===== src/rtl/stree_pkg.sv =====
`timescale 1ns / 1ps
`default_nettype none
// ----------------------------------------------------------------------------
// stree_pkg
// Shared types and constants of the segment tree range-sum core.
// ----------------------------------------------------------------------------
package stree_pkg;

	// Fixed widths of the item fields.
	localparam int IDX_W = 10;
	localparam int VAL_W = 16;
	localparam int OUT_W = 26;

	// Largest total that a result item can carry; larger sums saturate to it.
	localparam logic [OUT_W-1:0] TOTAL_MAX = {OUT_W{1'b1}};

	// Item kinds.
	localparam logic KIND_UPDATE = 1'b0;
	localparam logic KIND_QUERY  = 1'b1;

	// Sequencer states.
	typedef enum logic [2:0] {
		S_CLEAR,
		S_IDLE,
		S_UPD_LEAF,
		S_UPD_UP,
		S_QRY,
		S_QFIN
	} stree_state_t;

	// Status from the sequencer to the top level.
	typedef struct packed {
		logic take_ready;   // sequencer can take an input item
		logic result_load;  // a finished total is ready for the output register
	} stree_stat_t;

endpackage

`default_nettype wire


===== src/rtl/stree_ctrl.sv =====
`timescale 1ns / 1ps
`default_nettype none
// ----------------------------------------------------------------------------
// stree_ctrl
// Sequencer of the segment tree: clears the node memory after reset, walks an
// update from leaf to root and gathers a query bottom-up, one access a cycle.
// ----------------------------------------------------------------------------
module stree_ctrl #(
	parameter int LEAF_COUNT = 1024,
	parameter int NIDX_W     = $clog2(2 * LEAF_COUNT),
	parameter int NODE_W     = stree_pkg::VAL_W + $clog2(LEAF_COUNT)
) (
	input  wire logic                          clk,
	input  wire logic                          arst_n,
	input  wire logic                          in_valid,
	input  wire logic                          kind,
	input  wire logic [stree_pkg::IDX_W-1:0]   leaf_index,
	input  wire logic [stree_pkg::VAL_W-1:0]   leaf_value,
	input  wire logic [stree_pkg::IDX_W-1:0]   range_first,
	input  wire logic [stree_pkg::IDX_W-1:0]   range_last,
	input  wire logic                          out_free,
	output stree_pkg::stree_stat_t             stat,
	output logic      [stree_pkg::OUT_W-1:0]   total,
	output logic                               ram_we,
	output logic      [NIDX_W-1:0]             ram_waddr,
	output logic      [NODE_W-1:0]             ram_wdata,
	output logic      [NIDX_W-1:0]             ram_raddr,
	input  wire logic [NODE_W-1:0]             ram_rdata
);

	// Pointers can reach 2*LEAF_COUNT, one past the last node.
	localparam int PTR_W = NIDX_W + 1;
	localparam int EXT_W = (PTR_W > stree_pkg::IDX_W) ? PTR_W : stree_pkg::IDX_W;
	localparam int ACC_W = (NODE_W > stree_pkg::OUT_W) ? NODE_W : stree_pkg::OUT_W;
	localparam logic [EXT_W-1:0]  LEAF_EXT  = EXT_W'(LEAF_COUNT);
	localparam logic [PTR_W-1:0]  LEAF_BASE = PTR_W'(LEAF_COUNT);
	localparam logic [NIDX_W-1:0] LAST_NODE = NIDX_W'(2 * LEAF_COUNT - 1);
	localparam logic [NIDX_W-1:0] ROOT_NODE = NIDX_W'(1);

	stree_pkg::stree_state_t state_q, state_d;

	logic [NIDX_W-1:0] clr_q;
	logic [NIDX_W-1:0] cur_q;
	logic [NODE_W-1:0] curv_q;
	logic [PTR_W-1:0]  lo_q;
	logic [PTR_W-1:0]  hi_q;
	logic [ACC_W-1:0]  total_q;
	logic              pend_q;

	logic [EXT_W-1:0]  idx_ext;
	logic [EXT_W-1:0]  first_ext;
	logic [EXT_W-1:0]  last_clamp;
	logic              idx_ok;
	logic              q_nonempty;
	logic              lo_lt_hi;
	logic              rd_lo;
	logic              rd_hi;
	logic [PTR_W-1:0]  hi_m1;
	logic [NODE_W-1:0] up_sum;

	// Decode of the incoming item and of the query walk.
	always_comb begin
		idx_ext    = EXT_W'(leaf_index);
		first_ext  = EXT_W'(range_first);
		last_clamp = (EXT_W'(range_last) >= LEAF_EXT) ? (LEAF_EXT - EXT_W'(1))
		                                               : EXT_W'(range_last);
		idx_ok     = idx_ext < LEAF_EXT;
		q_nonempty = first_ext <= last_clamp;
		lo_lt_hi   = lo_q < hi_q;
		rd_lo      = lo_lt_hi && lo_q[0];
		rd_hi      = lo_lt_hi && !lo_q[0] && hi_q[0];
		hi_m1      = hi_q - PTR_W'(1);
		up_sum     = curv_q + ram_rdata;
	end

	// Next state.
	always_comb begin
		state_d = state_q;
		unique case (state_q)
			stree_pkg::S_CLEAR: begin
				if (clr_q == LAST_NODE) begin
					state_d = stree_pkg::S_IDLE;
				end
			end
			stree_pkg::S_IDLE: begin
				if (in_valid) begin
					if (kind == stree_pkg::KIND_QUERY) begin
						state_d = q_nonempty ? stree_pkg::S_QRY : stree_pkg::S_QFIN;
					end else if (idx_ok) begin
						state_d = stree_pkg::S_UPD_LEAF;
					end
				end
			end
			stree_pkg::S_UPD_LEAF: begin
				state_d = stree_pkg::S_UPD_UP;
			end
			stree_pkg::S_UPD_UP: begin
				if (cur_q == ROOT_NODE) begin
					state_d = stree_pkg::S_IDLE;
				end
			end
			stree_pkg::S_QRY: begin
				if (!lo_lt_hi) begin
					state_d = stree_pkg::S_QFIN;
				end
			end
			stree_pkg::S_QFIN: begin
				if (out_free) begin
					state_d = stree_pkg::S_IDLE;
				end
			end
			default: begin
				state_d = stree_pkg::S_IDLE;
			end
		endcase
	end

	// Memory controls and status.
	always_comb begin
		ram_we           = 1'b0;
		ram_waddr        = cur_q;
		ram_wdata        = curv_q;
		ram_raddr        = cur_q ^ NIDX_W'(1);
		stat.take_ready  = 1'b0;
		stat.result_load = 1'b0;
		unique case (state_q)
			stree_pkg::S_CLEAR: begin
				ram_we    = 1'b1;
				ram_waddr = clr_q;
				ram_wdata = '0;
			end
			stree_pkg::S_IDLE: begin
				stat.take_ready = 1'b1;
			end
			stree_pkg::S_UPD_LEAF: begin
				ram_we = 1'b1;
			end
			stree_pkg::S_UPD_UP: begin
				ram_we    = 1'b1;
				ram_wdata = up_sum;
			end
			stree_pkg::S_QRY: begin
				ram_raddr = rd_hi ? hi_m1[NIDX_W-1:0] : lo_q[NIDX_W-1:0];
			end
			stree_pkg::S_QFIN: begin
				stat.result_load = out_free;
			end
			default: begin
				ram_we = 1'b0;
			end
		endcase
	end

	// Saturate the gathered sum to the result width.
	assign total = (total_q > ACC_W'(stree_pkg::TOTAL_MAX)) ? stree_pkg::TOTAL_MAX
	                                                        : total_q[stree_pkg::OUT_W-1:0];

	// Control registers.
	always_ff @(posedge clk or negedge arst_n) begin
		if (!arst_n) begin
			state_q <= stree_pkg::S_CLEAR;
			clr_q   <= '0;
			pend_q  <= 1'b0;
		end else begin
			state_q <= state_d;
			if (state_q == stree_pkg::S_CLEAR) begin
				clr_q <= clr_q + NIDX_W'(1);
			end
			pend_q <= (state_q == stree_pkg::S_QRY) && (rd_lo || rd_hi);
		end
	end

	// Walk pointers, running node value and query accumulator.
	always_ff @(posedge clk) begin
		if (pend_q) begin
			total_q <= total_q + ACC_W'(ram_rdata);
		end
		case (state_q)
			stree_pkg::S_IDLE: begin
				cur_q   <= NIDX_W'(LEAF_BASE + PTR_W'(idx_ext));
				curv_q  <= NODE_W'(leaf_value);
				lo_q    <= LEAF_BASE + PTR_W'(first_ext);
				hi_q    <= LEAF_BASE + PTR_W'(last_clamp) + PTR_W'(1);
				total_q <= '0;
			end
			stree_pkg::S_UPD_LEAF: begin
				cur_q <= cur_q >> 1;
			end
			stree_pkg::S_UPD_UP: begin
				cur_q  <= cur_q >> 1;
				curv_q <= up_sum;
			end
			stree_pkg::S_QRY: begin
				if (rd_lo) begin
					lo_q <= lo_q + PTR_W'(1);
				end else if (rd_hi) begin
					hi_q <= hi_m1;
				end else if (lo_lt_hi) begin
					lo_q <= lo_q >> 1;
					hi_q <= hi_q >> 1;
				end
			end
			default: begin
				cur_q <= cur_q;
			end
		endcase
	end

endmodule

`default_nettype wire


===== config.mk =====
export PLATFORM = sky130hd
export DESIGN_NAME = stree_ctrl
export DESIGN_NICKNAME = d
export VERILOG_FILES = /design/src/rtl/stree_pkg.sv /design/src/rtl/stree_ctrl.sv
export SDC_FILE = /design/constraint.sdc
export NUM_CORES = 1
export LEC_CHECK = 0
export ABC_AREA = 1
export BUFFER_PORTS_ARGS = -buffer_cell sky130_fd_sc_hd__buf_2
export CORE_MARGIN = 5
export CORE_UTILIZATION = 40
export CTS_CLUSTER_SIZE = 20
export DETAILED_ROUTE_END_ITERATION = 8
export MAX_ROUTING_LAYER = met4
export PLACE_DENSITY_LB_ADDON = 0.05
export SLEW_MARGIN = 30
export SYNTH_ARGS = -nofsm -noshare
export SYNTH_HDL_FRONTEND = slang
export SYNTH_SLANG_ARGS = --single-unit

===== constraint.sdc =====
create_clock -name clk -period 2.6 [get_ports clk]
set_input_delay 0.13 -clock clk [delete_from_list [all_inputs] [get_ports clk]]
set_output_delay 0.13 -clock clk [all_outputs]
set_load 0.005 [all_outputs]

-- After elaboration in Yosys (flattened, before gate mapping)
Cells that the tools add are included.
- bits in read-only memories: 0
- output and inout port bits: 77
- memory bits (writable): 0
- logic and storage cells: 78
- bits in latches: 0
- memories kept: 0
- input port bits: 77
- bits in registers: 102
- mux-type cells: 26
- shift operators: 0
- add/sub/neg operators: 9
- reductions and logical operators: 15
- $lt $le $gt $ge: 3
- equality and inequality tests: 16
- div/mod/pow operators: 0
- $mul: 0
- bitwise operators: 1
- operators with widths (cell ; number):
    $pmux 26 s2 ; 2
    $mux 12 ; 6
    $add 26x26->26 ; 2
    $pmux 12 s2 ; 2
    $mux 11 ; 3
    $gt 26x26->1 const B ; 1
    $mux 26 ; 1
    $add 11x10->12 const A ; 2
    $add 12x1->12 const B ; 2
    $pmux 11 s2 ; 1
    $mux 3 ; 6
    $pmux 3 s6 ; 1
    $lt 12x12->1 ; 1
    $ne 2x2->1 const B ; 6
    $sub 12x1->12 const B ; 1
    $add 11x1->11 const B ; 1
    $add 11x10->11 const A ; 1
    $eq 11x1->1 const B ; 1
    $eq 11x11->1 const B ; 1
    $le 10x10->1 ; 1
    $ne 3x3->1 const B ; 3
    $eq 3x2->1 const B ; 2
    $eq 3x3->1 const B ; 2
    $reduce_and 3->1 ; 2
    other kinds (11) ; 19

-- Depth between registers and ports, before layout
- depth after elaboration: 6
- mapped depth: 13
- gate-level depth less buffers: 13

-- Worst setup path before layout
OpenSTA, ideal clock, no wires.
- path kind: register to register
- from: register hi_q[5]
- to: register lo_q[0] (enable)
- setup time: 0.398 ns
- setup slack: -0.166 ns
- period minus slack after synthesis: 2.766 ns
- data required time: 2.202 ns
- path buffers: 1
- cell stages (with the launch flop): 11
- arrival time: 2.368 ns
- cell sequence: edfxtp_1 > inv_1 > ha_1 > nand2_1 > inv_1 > o21ai_0 > a21oi_1 > nor2_2 > buf_4 > nand3_1 > o21ai_0
- cells in the longest elaborated chain, start to end: 5
- elaborated cells on any way between the ends: 7
- those cells by class: 1 x order compare; 2 x eq/ne; 4 x reduce/logical
- RTL lines (item ; RTL line ; text):
    start: declaration ; stree_ctrl.sv:46 ; logic [PTR_W-1:0] hi_q;
    start signal: assignment ; stree_ctrl.sv:183 ; hi_q <= LEAF_BASE + PTR_W'(last_clamp) + PTR_W'(1);
    start signal: assignment ; stree_ctrl.sv:197 ; hi_q <= hi_m1;
    start signal: assignment ; stree_ctrl.sv:200 ; hi_q <= hi_q >> 1;
    $lt 12x12->1 (*) ; stree_ctrl.sv:69 ; lo_lt_hi = lo_q < hi_q;
    $logic_and 1x1->1 (2 in a row) ; stree_ctrl.sv:71 ; rd_hi = lo_lt_hi && !lo_q[0] && hi_q[0];
    $ne 3x3->1 (no source line) ; n/a ;
    $reduce_and 3->1 (no source line) (*) ; n/a ;
    end signal: assignment ; stree_ctrl.sv:182 ; lo_q <= LEAF_BASE + PTR_W'(first_ext);
    end signal: assignment ; stree_ctrl.sv:195 ; lo_q <= lo_q + PTR_W'(1);
    end signal: assignment ; stree_ctrl.sv:199 ; lo_q <= lo_q >> 1;
    end: declaration ; stree_ctrl.sv:45 ; logic [PTR_W-1:0] lo_q;
Every way passes the cells marked *; elsewhere a longest branch is shown, timed or not.
A chain may end at the register's enable or synchronous reset.

-- Final worst setup path
- from: register curv_q[0]
- to: output port ram_wdata[20]
- cells in the longest elaborated chain, start to end: 2
- RTL lines (item ; RTL line ; text):
    start: declaration ; stree_ctrl.sv:44 ; logic [NODE_W-1:0] curv_q;
    start signal: assignment ; stree_ctrl.sv:181 ; curv_q <= NODE_W'(leaf_value);
    start signal: assignment ; stree_ctrl.sv:191 ; curv_q <= up_sum;
    $add 26x26->26 ; stree_ctrl.sv:73 ; up_sum = curv_q + ram_rdata;
    $pmux 26 s2 ; stree_ctrl.sv:126 ; unique case (state_q)
    end: declaration ; stree_ctrl.sv:26 ; output logic [NODE_W-1:0] ram_wdata,
No other way between the ends.

==> impl_results.md <==
* Status: finished, final reports clean
* Syn Area/Cell at 6.40 µm²
* # fillers at 2578
* Top Ports at 154
* Layout Utilization at 0.480
* Critical path class: reg2out
* Final worst path period need at around 2500 ps
* Post-Synthesis Cell Area at 9650 µm²
* DR WL/cell at 15.6 µm
* Worst-Margin Slew at between 700 and 800 ps
* Clk buf depth at 2
* Hold Slack at 21.2 ps
* IO Port Bufs at roughly 150
* 1st-iter DRT viols at 583
* Htree depth at 3
* Width of the die at 165 µm
* Count of final max-slew check failures at 0
* Crit Path Max Fanout at 4
* Synth Net Count at 1663
* CTS tree: built
* Vias in the first global route at roughly 9300
* Total CTS buffers at 9
* Gr ovfl total at 0
* Area of the core at 23600 µm²
* Die area at 27300 µm²
* Sw Pwr at between 6 and 7 mW
* Nets@finish at 1807
* Synth cell types at 41
* Via-to-Cell Ratio at roughly 5
* TritonRoute pass-1 iters at 5
* Clock network fraction of design power at 0.126
* Setup violators final at 0
* Layout Cells excl Fill at 1977
* Synth warn at 0
* Worst-path clk slew at about 90 ps
* Register area at 2730 µm²
* Die height at 165 µm
* Crit share post-route at 0.961
* Crit. End Element: output port
* Initial Util at 0.409
* DP Cell Count at approximately 2000
* Diode count at 0
* Max rail drop VDD at 0.575 mV
* Flop-to-flop setup slack at about 340 ps
* Area Overhead vs Synth at 17.4%
* Synthesized flop and latch total at 102
* Clock skew at 14.8 ps
* Slew HR at 0.481
* Clock root cell: clkbuf_16
* Num rows at 56
* Max Cap Violations at 0
* Register share of total power at 0.258
* Sequential fraction of the synthesis area at 0.283
* Drt total wl at 30.9 mm
* FMAX at 400 MHz
* Setup_tns at 0 ps
* Share of cells above drive strength 1 at 0.159
* Switching part of the total at 0.499
* Critical path launch point: curv_q[0]
* First-pass GRT wire length at 47.7 mm
* Hpwl dp at 25.0 mm
* Reg2Reg Depth at 12
* Crit Reg-Reg Endpoint: hi_q[6]
* Clk_lat worst skew at roughly 370 ps
* Int Power at 6.09 mW
* Final Hold Fails at 0
* Crit path DAT at 2370 ps
* Unrepaired setup endpoints after global routing: true
* Routed via count at 9858
* CTS sink count at slightly above 100
* Largest net degree at the start of global routing at 46
* Worst EP required at 2470 ps
* Worst setup SP type: register
* R2r startpoint: lo_q[5]
* Number of antenna violations at the first check in global routing at 0
* Leak at 6.26 nW
* Area of the multi-input gates at 5920 µm²
* Combinational share of power at 0.616
* Final routed DRC violation total at 0
* CP Capture Point: ram_wdata[20]
* Power Density at 1070 nW/µm²
* Class of the worst hold path: in2reg
* DRT antenna net count at 0
* GP Congestion at approximately 0.93
* Cell count after synthesis at 1509
* Tot GR Track Use at 0.229
==> metal layers <==
layer  part of all wire  track usage  wire length, µm
met4              0.016       0.0454              495
met1               0.46        0.293            14300
met3              0.043       0.0318             1330
met5                  0            -                0
met2               0.48        0.389            14800
==> worst min path at each step <==
stage               cells past startpoint      startpoint  slack [ps]         end
floorplan                               0          arst_n        -170    clr_q[0]
global placement                        1          arst_n         110      pend_q
detailed placement                      1          arst_n         110      pend_q
CTS                                     3  leaf_value[10]          10  curv_q[10]
global route                            3  leaf_value[12]          20  curv_q[12]
finish                                  3  leaf_value[10]          20  curv_q[10]
==> layout by cell type, fill, tap and decap left out, types with 9 or more instances in the layout <==
cell       synthesis  routed
dfrtp_1           15      15
edfxtp_1          61      61
buf_2             10     153
xor2_1            33      33
nor3_1            15      15
o21ai_0           68      63
dfxtp_1           26      26
o21bai_1          17      17
nor2_1           103      97
clkbuf_16          0       9
a21oi_1           66      60
inv_1            238     237
nand2_1          497     491
nand4_1           28      28
nor2_2             4       9
ha_1              75      67
buf_4              8      35
nand3_1          145     144
==> cell usage after synthesis <==
cell / n / area [µm²]
nor2_1: 103 / 387
or2_2: 6 / 37.5
nor4_4: 1 / 21.3
o21bai_1: 17 / 128
nand3b_1: 7 / 52.6
nand2b_1: 1 / 6.26
nand3_2: 2 / 20.0
nand3_1: 145 / 726
inv_1: 238 / 893
or2_0: 1 / 6.26
clkinv_1: 1 / 3.75
o22a_1: 1 / 8.76
nor3_1: 15 / 75.1
o211ai_1: 1 / 7.51
mux2_2: 8 / 90.1
fa_1: 2 / 40.0
clkbuf_1: 39 / 146
edfxtp_1: 61 / 1830
or2_1: 1 / 6.26
dfxtp_1: 26 / 521
inv_2: 3 / 11.3
o21a_1: 2 / 15.0
nand2_2: 2 / 12.5
o21ai_1: 3 / 15.0
o22ai_1: 3 / 18.8
nand4_1: 28 / 175
nor4_1: 3 / 18.8
and3_1: 3 / 18.8
a21oi_1: 66 / 330
ha_1: 75 / 938
nor2_2: 4 / 25.0
a21o_1: 3 / 22.5
buf_2: 10 / 50.1
xor2_1: 33 / 289
buf_4: 8 / 60.1
o21ai_0: 68 / 340
xnor2_1: 4 / 35.0
nand2_1: 497 / 1870
nor3_2: 2 / 20.0
dfrtp_1: 15 / 375
a31oi_1: 1 / 6.26
==> metrics by stage <==
step / worst slack, ps / power, mW / area, µm²
6_report: 101 / 12.1 / 11300
5_1_grt: -53.1 / 13.3 / 11300
3_5_place_dp: 237 / 10.3 / 10800
3_3_place_gp: 257 / 10.3 / 10800
2_1_floorplan: 157 / 7.90 / 9650
4_1_cts: 31.6 / 12.0 / 11100
==> cell families (layout without fill, tap and decap cells) <==
| logic type | after synthesis | after routing | synth area share |
|---|---|---|---|
| multiplexers | 8 | 8 | 0.00934 |
| AO/OA/AOI/OAI | 165 | 165 | 0.0924 |
| AND/OR/NAND/NOR | 821 | 821 | 0.360 |
| adder cells (fa/ha/maj) | 77 | 77 | 0.101 |
| flip-flops | 102 | 102 | 0.283 |
| XOR/XNOR | 37 | 37 | 0.0336 |
| buffers and inverters | 299 | 448 | 0.121 |
==> timing repair <==
item / in CTS / in global routing
pin swaps: 2 / 6
endpoints found under the hold margin: 15 / 0
hold buffers: 1 / 0
gates cloned: 0 / 0
setup buffers: 2 / 8
setup endpoints to repair: 8 / 25
gates resized for setup: 4 / 36
==> layout make-up <==
type,instances,area share
Clock buffer,9,0.0199
Clock inverter,7,0.00916
Inverter,242,0.0802
Multi-Input combinational cell,1108,0.522
Sequential cell,102,0.241
Tap cell,319,0.0352
Timing Repair Buffer,190,0.0926
==> flip-flops by register name, summed over array words and instances, names as in the netlist <==
name     count
hi_q        12
curv_q      26
state_q      3
clr_q       11
lo_q        12
cur_q       11
pend_q       1
total_q     26
==> power groups by stage <==
stage	Combinational (mW)	Sequential [mW]	Clock, mW
after detailed placement	7.16	3.17	0
final	7.48	3.14	1.52
after CTS	7.26	3.14	1.57
after global placement	7.16	3.16	0
after floorplan	4.90	2.99	0
after global routing	8.44	3.21	1.63
==> worst max-delay path: stages, from the launching register on <==
cell and delay, ps:
edfxtp_1 370, ha_2 200, inv_1 60, fa_2 380, o21ai_4 210, nand2_2 110
nor2_4 130, nand2_1 90, nand3_1 100, nand2_1 60, nand3_2 70, nand2_2 80
buf_2 130
(Power assumes the default switching activity.)
